`src/rtl/core/date_sorted_event_queue_defines.svh`:
```
// Assertion macros for the date sorted event queue.
// Used by the top level; expects clk_i and rst_ni in scope.
`ifndef DATE_SORTED_EVENT_QUEUE_DEFINES_SVH
`define DATE_SORTED_EVENT_QUEUE_DEFINES_SVH

// Same-cycle implication, checked outside reset.
`define DSQ_ASSERT_IMPL(label, ante, cons, msg) \
  label: assert property (@(posedge clk_i) disable iff (!rst_ni) (ante) |-> (cons)) \
    else $error(msg);

// Next-cycle implication, checked outside reset.
`define DSQ_ASSERT_NEXT(label, ante, cons, msg) \
  label: assert property (@(posedge clk_i) disable iff (!rst_ni) (ante) |=> (cons)) \
    else $error(msg);

`endif

```
`src/rtl/core/dsq_pkg.sv`:
```
// Package for the date sorted event queue: beat types, codes, cell control.
// No dependencies.
package dsq_pkg;

  localparam int unsigned OCC_W = 7;

  typedef enum logic [1:0] {
    OP_INSERT = 2'd0,
    OP_REMOVE = 2'd1,
    OP_LIST   = 2'd2,
    OP_NONE   = 2'd3
  } dsq_op_e;

  typedef enum logic [1:0] {
    ST_OK        = 2'd0,
    ST_FULL      = 2'd1,
    ST_NOT_FOUND = 2'd2,
    ST_EMPTY     = 2'd3
  } dsq_status_e;

  typedef enum logic [1:0] {
    CMD_HOLD,
    CMD_INSERT,
    CMD_REMOVE,
    CMD_ROTATE
  } dsq_cmd_e;

  typedef struct packed {
    logic [15:0] id;
    logic [31:0] date;
    logic [7:0]  level;
  } dsq_entry_t;

  // Broadcast to every cell each cycle.
  typedef struct packed {
    dsq_cmd_e    cmd;
    dsq_entry_t  new_entry;
    logic [15:0] rid;
  } dsq_ctrl_t;

  typedef struct packed {
    logic [1:0]  op;
    logic [31:0] event_date;
    logic [7:0]  event_level;
    logic [15:0] remove_id;
  } dsq_in_t;

  typedef struct packed {
    logic [1:0]       status;
    logic [15:0]      out_id;
    logic [31:0]      out_date;
    logic [7:0]       out_level;
    logic [OCC_W-1:0] occupancy;
    logic             last;
  } dsq_out_t;

endpackage

```
`src/rtl/core/dsq_cell.sv`:
```
// One slot of the sorted chain: holds an entry and shifts with its neighbors.
// Depends on dsq_pkg.
module dsq_cell (
  input  logic               clk_i,
  input  dsq_pkg::dsq_ctrl_t ctrl_i,
  input  logic               occupied_i,  // slot index below the count
  input  logic               tail_i,      // last occupied slot
  input  dsq_pkg::dsq_entry_t left_i,
  input  dsq_pkg::dsq_entry_t right_i,
  input  dsq_pkg::dsq_entry_t head_i,
  input  logic               gt_left_i,   // new entry goes after the left slot
  input  logic               found_left_i,
  output dsq_pkg::dsq_entry_t entry_o,
  output logic               gt_o,
  output logic               found_o,
  output logic               hit_o
);
  import dsq_pkg::*;

  dsq_entry_t entry_q, entry_d;
  logic       match;

  assign gt_o    = occupied_i && (ctrl_i.new_entry.date > entry_q.date);
  assign match   = occupied_i && (entry_q.id == ctrl_i.rid);
  assign found_o = found_left_i | match;
  assign hit_o   = match & ~found_left_i;
  assign entry_o = entry_q;

  always_comb begin
    entry_d = entry_q;
    unique case (ctrl_i.cmd)
      CMD_INSERT: begin
        priority if (gt_o) entry_d = entry_q;
        else if (gt_left_i) entry_d = ctrl_i.new_entry;
        else entry_d = left_i;
      end
      CMD_REMOVE: begin
        if (found_o) entry_d = right_i;
      end
      CMD_ROTATE: begin
        priority if (!occupied_i) entry_d = entry_q;
        else if (tail_i) entry_d = head_i;
        else entry_d = right_i;
      end
      CMD_HOLD: entry_d = entry_q;
      default: entry_d = entry_q;
    endcase
  end

  always_ff @(posedge clk_i) begin
    entry_q <= entry_d;
  end

endmodule

```
`src/rtl/core/date_sorted_event_queue.sv`:
```
// Top level of the date sorted event queue: control, counters, result beat.
// Depends on dsq_pkg, dsq_cell and date_sorted_event_queue_defines.svh.
//
//  channel  | handshake               | payload
//  ---------+-------------------------+---------------------------
//  command  | start_i, busy_o         | in_i   (dsq_in_t)
//  result   | result_valid_o (strobe) | res_o  (dsq_out_t)
//
// For insert, remove and unused codes the result beat shows the cycle after
// the command is taken and busy_o stays low, so commands may come every
// cycle. A list of n entries holds busy_o high while the cell chain rotates
// through its occupied slots, cell 0 feeding the result register, so its n
// beats follow one per cycle once the list state and the result register
// are loaded; the next command is taken once busy_o falls, in the cycle the
// last beat shows. An empty list gives one beat the next cycle and leaves busy_o low.
// Reset clears the count, the id counter, the list state and the strobe;
// slot contents are not reset. The receiver cannot stall; every beat is
// valid for one cycle.
`include "date_sorted_event_queue_defines.svh"

module date_sorted_event_queue #(
  parameter int unsigned CAPACITY = 16
) (
  input  logic              clk_i,
  input  logic              rst_ni,
  input  logic              start_i,
  input  dsq_pkg::dsq_in_t  in_i,
  output logic              busy_o,
  output logic              result_valid_o,
  output dsq_pkg::dsq_out_t res_o
);
  import dsq_pkg::*;

  localparam int unsigned CntW = $clog2(CAPACITY + 1);
  localparam logic [CntW-1:0] CapC = CntW'(CAPACITY);
  localparam logic [CntW-1:0] OneC = CntW'(1);

  logic [CntW-1:0] count_q, count_d;
  logic [CntW-1:0] left_q, left_d;    // list beats still to send
  logic            list_q, list_d;
  logic [15:0]     next_id_q, next_id_d;
  logic            valid_q, valid_d;
  dsq_out_t        result_q, result_d;

  dsq_ctrl_t       ctrl;
  dsq_entry_t      entry_w [CAPACITY];
  logic [CAPACITY-1:0] gt_w, found_w, hit_w;
  dsq_entry_t      removed;
  logic            accept, is_full, found_any;
  dsq_op_e         op;

  assign accept    = start_i & ~busy_o;
  assign op        = dsq_op_e'(in_i.op);
  assign is_full   = (count_q >= CapC);
  assign found_any = found_w[CAPACITY-1];

  // Cell control
  always_comb begin
    ctrl.new_entry.id    = next_id_q;
    ctrl.new_entry.date  = in_i.event_date;
    ctrl.new_entry.level = in_i.event_level;
    ctrl.rid             = in_i.remove_id;
    priority if (list_q) ctrl.cmd = CMD_ROTATE;
    else if (accept && op == OP_INSERT && !is_full) ctrl.cmd = CMD_INSERT;
    else if (accept && op == OP_REMOVE && found_any) ctrl.cmd = CMD_REMOVE;
    else ctrl.cmd = CMD_HOLD;
  end

  // Chain of cells
  for (genvar k = 0; k < CAPACITY; k++) begin : g_cell
    dsq_entry_t left_e, right_e;
    logic       gt_left, found_left;
    if (k == 0) begin : g_first
      assign left_e     = ctrl.new_entry;
      assign gt_left    = 1'b1;
      assign found_left = 1'b0;
    end else begin : g_mid
      assign left_e     = entry_w[k-1];
      assign gt_left    = gt_w[k-1];
      assign found_left = found_w[k-1];
    end
    if (k == CAPACITY - 1) begin : g_last
      assign right_e = entry_w[k];
    end else begin : g_inner
      assign right_e = entry_w[k+1];
    end

    dsq_cell u_cell (
      .clk_i       (clk_i),
      .ctrl_i      (ctrl),
      .occupied_i  (CntW'(k) < count_q),
      .tail_i      (CntW'(k + 1) == count_q),
      .left_i      (left_e),
      .right_i     (right_e),
      .head_i      (entry_w[0]),
      .gt_left_i   (gt_left),
      .found_left_i(found_left),
      .entry_o     (entry_w[k]),
      .gt_o        (gt_w[k]),
      .found_o     (found_w[k]),
      .hit_o       (hit_w[k])
    );
  end

  // Deleted entry: one-hot select of the first matching cell
  always_comb begin
    removed = '0;
    for (int unsigned k = 0; k < CAPACITY; k++) begin
      if (hit_w[k]) removed = removed | entry_w[k];
    end
  end

  // Next state and result beat
  always_comb begin
    count_d   = count_q;
    left_d    = left_q;
    list_d    = list_q;
    next_id_d = next_id_q;
    valid_d   = 1'b0;
    result_d  = result_q;

    if (list_q) begin
      valid_d            = 1'b1;
      result_d.status    = ST_OK;
      result_d.out_id    = entry_w[0].id;
      result_d.out_date  = entry_w[0].date;
      result_d.out_level = entry_w[0].level;
      result_d.occupancy = OCC_W'(count_q);
      result_d.last      = (left_q == OneC);
      left_d             = left_q - OneC;
      list_d             = (left_q != OneC);
    end else if (accept) begin
      valid_d            = 1'b1;
      result_d           = '0;
      result_d.last      = 1'b1;
      result_d.status    = ST_OK;
      result_d.occupancy = OCC_W'(count_q);
      unique case (op)
        OP_INSERT: begin
          if (is_full) begin
            result_d.status = ST_FULL;
          end else begin
            result_d.out_id    = next_id_q;
            count_d            = count_q + OneC;
            result_d.occupancy = OCC_W'(count_d);
            next_id_d          = next_id_q + 16'd1;
          end
        end
        OP_REMOVE: begin
          result_d.out_id = in_i.remove_id;
          priority if (count_q == '0) begin
            result_d.status = ST_EMPTY;
          end else if (!found_any) begin
            result_d.status = ST_NOT_FOUND;
          end else begin
            result_d.out_date  = removed.date;
            result_d.out_level = removed.level;
            count_d            = count_q - OneC;
            result_d.occupancy = OCC_W'(count_d);
          end
        end
        OP_LIST: begin
          if (count_q == '0) begin
            result_d.status = ST_EMPTY;
          end else begin
            valid_d = 1'b0;
            list_d  = 1'b1;
            left_d  = count_q;
          end
        end
        OP_NONE: begin
          result_d.status = ST_OK;
        end
        default: result_d.status = ST_OK;
      endcase
    end
  end

  always_ff @(posedge clk_i or negedge rst_ni) begin
    if (!rst_ni) begin
      count_q   <= '0;
      left_q    <= '0;
      list_q    <= 1'b0;
      next_id_q <= '0;
      valid_q   <= 1'b0;
    end else begin
      count_q   <= count_d;
      left_q    <= left_d;
      list_q    <= list_d;
      next_id_q <= next_id_d;
      valid_q   <= valid_d;
    end
  end

  always_ff @(posedge clk_i) begin
    result_q <= result_d;
  end

  assign busy_o         = list_q;
  assign result_valid_o = valid_q;
  assign res_o          = result_q;

  // Checks
  `DSQ_ASSERT_IMPL(a_count_cap, 1'b1, count_q <= CapC, "entry count above capacity")
  `DSQ_ASSERT_IMPL(a_list_left, list_q, left_q != '0, "list running with no beats left")
  `DSQ_ASSERT_IMPL(a_list_end, $fell(list_q), valid_q && result_q.last, "list ended without last beat")
  `DSQ_ASSERT_NEXT(a_ins_count, ctrl.cmd == CMD_INSERT, count_q == $past(count_q) + OneC, "insert did not grow count")

endmodule

```
`config.mk`:
```
export PLATFORM = sky130hd
export DESIGN_NAME = date_sorted_event_queue
export DESIGN_NICKNAME = d
export VERILOG_FILES = /design/src/rtl/core/dsq_pkg.sv /design/src/rtl/core/dsq_cell.sv /design/src/rtl/core/date_sorted_event_queue.sv
export VERILOG_INCLUDE_DIRS = /design/src /design/src/rtl/core
export SDC_FILE = /design/constraint.sdc
export NUM_CORES = 2
export LEC_CHECK = 0
export ABC_CLOCK_PERIOD_IN_PS = 17300
export BUFFER_PORTS_ARGS = -buffer_cell sky130_fd_sc_hd__buf_4
export CAP_MARGIN = 20
export CORE_MARGIN = 10
export CORE_UTILIZATION = 35
export DETAILED_ROUTE_END_ITERATION = 8
export SYNTH_ARGS = -nofsm -noshare
export SYNTH_HDL_FRONTEND = slang
export SYNTH_SLANG_ARGS = --single-unit
```
`constraint.sdc`:
```
create_clock -name clk_i -period 17.3 [get_ports clk_i]
set_input_delay 1.73 -clock clk_i [delete_from_list [all_inputs] [get_ports clk_i]]
set_output_delay 1.73 -clock clk_i [all_outputs]
set_load 0.01 [all_outputs]
```
==> key figures <==
Outcome
  • Outcome: completed

Critical path
  • Setup Crit Path Kind: register to register
  • CP startpoint: count_q[2]
  • Crit-path max FO: 77
  • Critical Path RT: 17.71 ns
  • Crit path launch type: register
  • Critical path arrival: 7.80 ns
  • Worst r2r src: count_q[2]
  • R2R Setup Slk: 9.91 ns
  • Critical Path End Type: register

CTS
  • Sink Count: 988
  • Clock Tree Root: clkbuf_16
  • Clk buf depth: 3
  • Hold_buf cts: 0
  • TritonCTS clock tree: done
  • Htree depth: 3
  • TritonCTS buffer count: 118
  • Worst-Skew Late Latency: 0.81 ns
  • Post-CTS setup buffers: 0
  • Clock-pin transition on the worst setup and hold timing paths: 0.06 ns
  • Post_cts resized: 0

Placement
  • Placed Area: 83810 µm²
  • GPL Wtd Cong: 1.002
  • Port Buffers: 126
  • DP HPWL: 252400 µm

Pwr
  • Power Density: 203.9 nW/µm²
  • VDD IR max: 218.4 µV
  • Leakage: 34.29 nW
  • Total power: 17.88 mW

Logic synthesis
  • Synthesis Warnings: 0
  • Most common cell in the netlist: o21ai_0
  • Area contributors post-synth: edfxtp_1 36%, mux2i_1 11%, ha_1 7.6%
  • Post-synth top area cell: edfxtp_1
  • Top cells by count, synth: 1087 x o21ai_0, 958 x edfxtp_1, 915 x mux2i_1, 909 x nand2_1, 633 x a21oi_1
  • Synthesized area: 80130 µm²
  • Synth top area share: 0.3590
  • Post-synth EDFFs: 958
  • Ys async rst share: 0.02834
  • Register area share after synthesis: 0.3682
  • Syn_area_per_cell: 9.039 µm²
  • Synth unique cells: 92
  • Synthesized instance count: 8865
  • Synth Flop Type: edfxtp_1
  • #FFs+latches synth: 988

Routing
  • First-pass DRT Iterations: 9
  • Via count: 76780
  • DRC Markers: 0
  • Routed wire length: 385100 µm
  • Antenna violation net count after detailed routing: 0
  • DR WL/cell: 33.13 µm
  • DR vias/cell: 6.607
  • 1st-iter DRT viols: 11620

STA
  • WHS: 0.5078 ns
  • Setup TNS: 0 ns
  • Clock skew: 0.05153 ns
  • Final Setup Violations: 0
  • Fin. max-slew vios: 0
  • Max Freq: 135.3 MHz
  • Tmin final: 7.392 ns
  • Final hold violation count: 0
  • RSZ-0062 raised after global routing: false
  • Worst slew pin tran: 1.344 ns
  • Final period util: 0.4273
  • Slew HR: 0.09657

Min path
  • Hold WC Path Type: register to register
  • Hold Startpoint: res_o[65]

Final layout
  • Cell area after layout: 87700 µm²
  • Ratio of cells with drive above 1 in the final layout: 0.08496
  • Final core utilization: 0.3855
  • Synth-to-Final Area Change: 9.445%
  • Layout net count: 9053

Global route
  • GRT Util Overall: 0.2914
  • Number of global-route vias before repair: 73800
  • First-pass GRT wire length: 542200 µm
  • Initial antenna violation count: 19
  • Largest net degree at the start of global routing: 183
  • Grt ovf: 0

Floorplan
  • Starting Density: 0.3522
  • FP Rows: 175
  • I/O pin cnt: 129
  • Die area: 248500 µm²
  • Die H: 498.5 µm
  • Core area: 227500 µm²
  • Die Wd: 498.5 µm

Job
  • Max-cap violation count: 0
## critical path: stages, from the launching register on
cell and delay, ns:
dfrtp_1 0.55, buf_4 0.33, nor3_4 0.13, buf_4 0.31, a21boi_1 0.48, nand2b_1 0.24
o2bb2a_2 0.93, o2111ai_2 0.56, nor4_4 0.50, a41oi_4 0.14, buf_4 0.46, and2_1 0.45
a211oi_4 0.87, buf_4 0.92
## per-layer routing
metal  track usage  up-vias  part of all wire
li1              -    32330                 -
met1        0.3656    37090              0.37
met2        0.4356     5924              0.42
met3       0.07836     1410              0.12
met4        0.1988       30             0.083
met5             0        -           0.00064
## stage by stage
stage / cells / worst slack (ns)
final: 11620 / 9.908
after floorplan: 8866 / 3.566
after global routing: 11620 / 9.949
after CTS: 11610 / 10.24
after global placement: 11390 / 9.572
after detailed placement: 11390 / 9.510
## cells in the final DEF, fill, tap and decap left out, types with 139 or more instances in the layout
cell type / synthesis / routed
inv_1: 507 / 507
ha_1: 488 / 488
a21oi_1: 633 / 632
a22oi_1: 276 / 276
o21ai_0: 1087 / 1087
edfxtp_1: 958 / 958
nor2_1: 413 / 399
nand2_1: 909 / 898
mux2i_1: 915 / 915
xor2_1: 170 / 170
mux2_2: 139 / 139
buf_4: 8 / 296
## flip-flops by register name (all words and copies together) (netlist names)
name                   count
busy_o                     1
count_q                    5
result_valid_o             1
next_id_q                 16
left_q                     5
res_o                     64
g_cell.u_cell.entry_o    896
## worst paths after layout
kind / endpoint / cells past startpoint
worst max-delay path: g_cell[6].u_cell.entry_o[37] / 13
worst min-delay path: res_o[65] / 2
worst max register to register: g_cell[6].u_cell.entry_o[37] / 13
worst min register to register: res_o[65] / 2
max in group asynchronous: busy_o / 1
min in group asynchronous: next_id_q[4] / 1
## kinds of logic after synthesis
logic type                 Yosys count  synth area share
DFF                                988            0.3682
xor gates and xnor gates           283           0.03093
and+or+nand+nor                   1907            0.1062
adders and majority gates          488           0.07620
AOI/OAI and AO/OA                 2845            0.2209
muxes                             1054            0.1338
buffers and inverters             1299           0.06369
other                                1        0.00004680
## final cells by class
class,instances,area [µm²]
clock buffers,155,3217
flip-flops and latches,988,29510
inverters,511,1926
clock inverters,65,601.8
fillers,22600,139800
repair buffers,306,2437
diodes,9,22.52
multi-input cells,6579,46220
well taps,3009,3765
## power breakdown
| part | switching, mW | internal [mW] | leakage (nW) | total [mW] |
|---|---|---|---|---|
| registers | 1.72 | 4.49 | 9.43 | 6.21 |
| logic | 5.97 | 3.10 | 23.0 | 9.08 |
| clock network | 1.15 | 1.44 | 1.87 | 2.59 |
(Power assumes the default switching activity.)
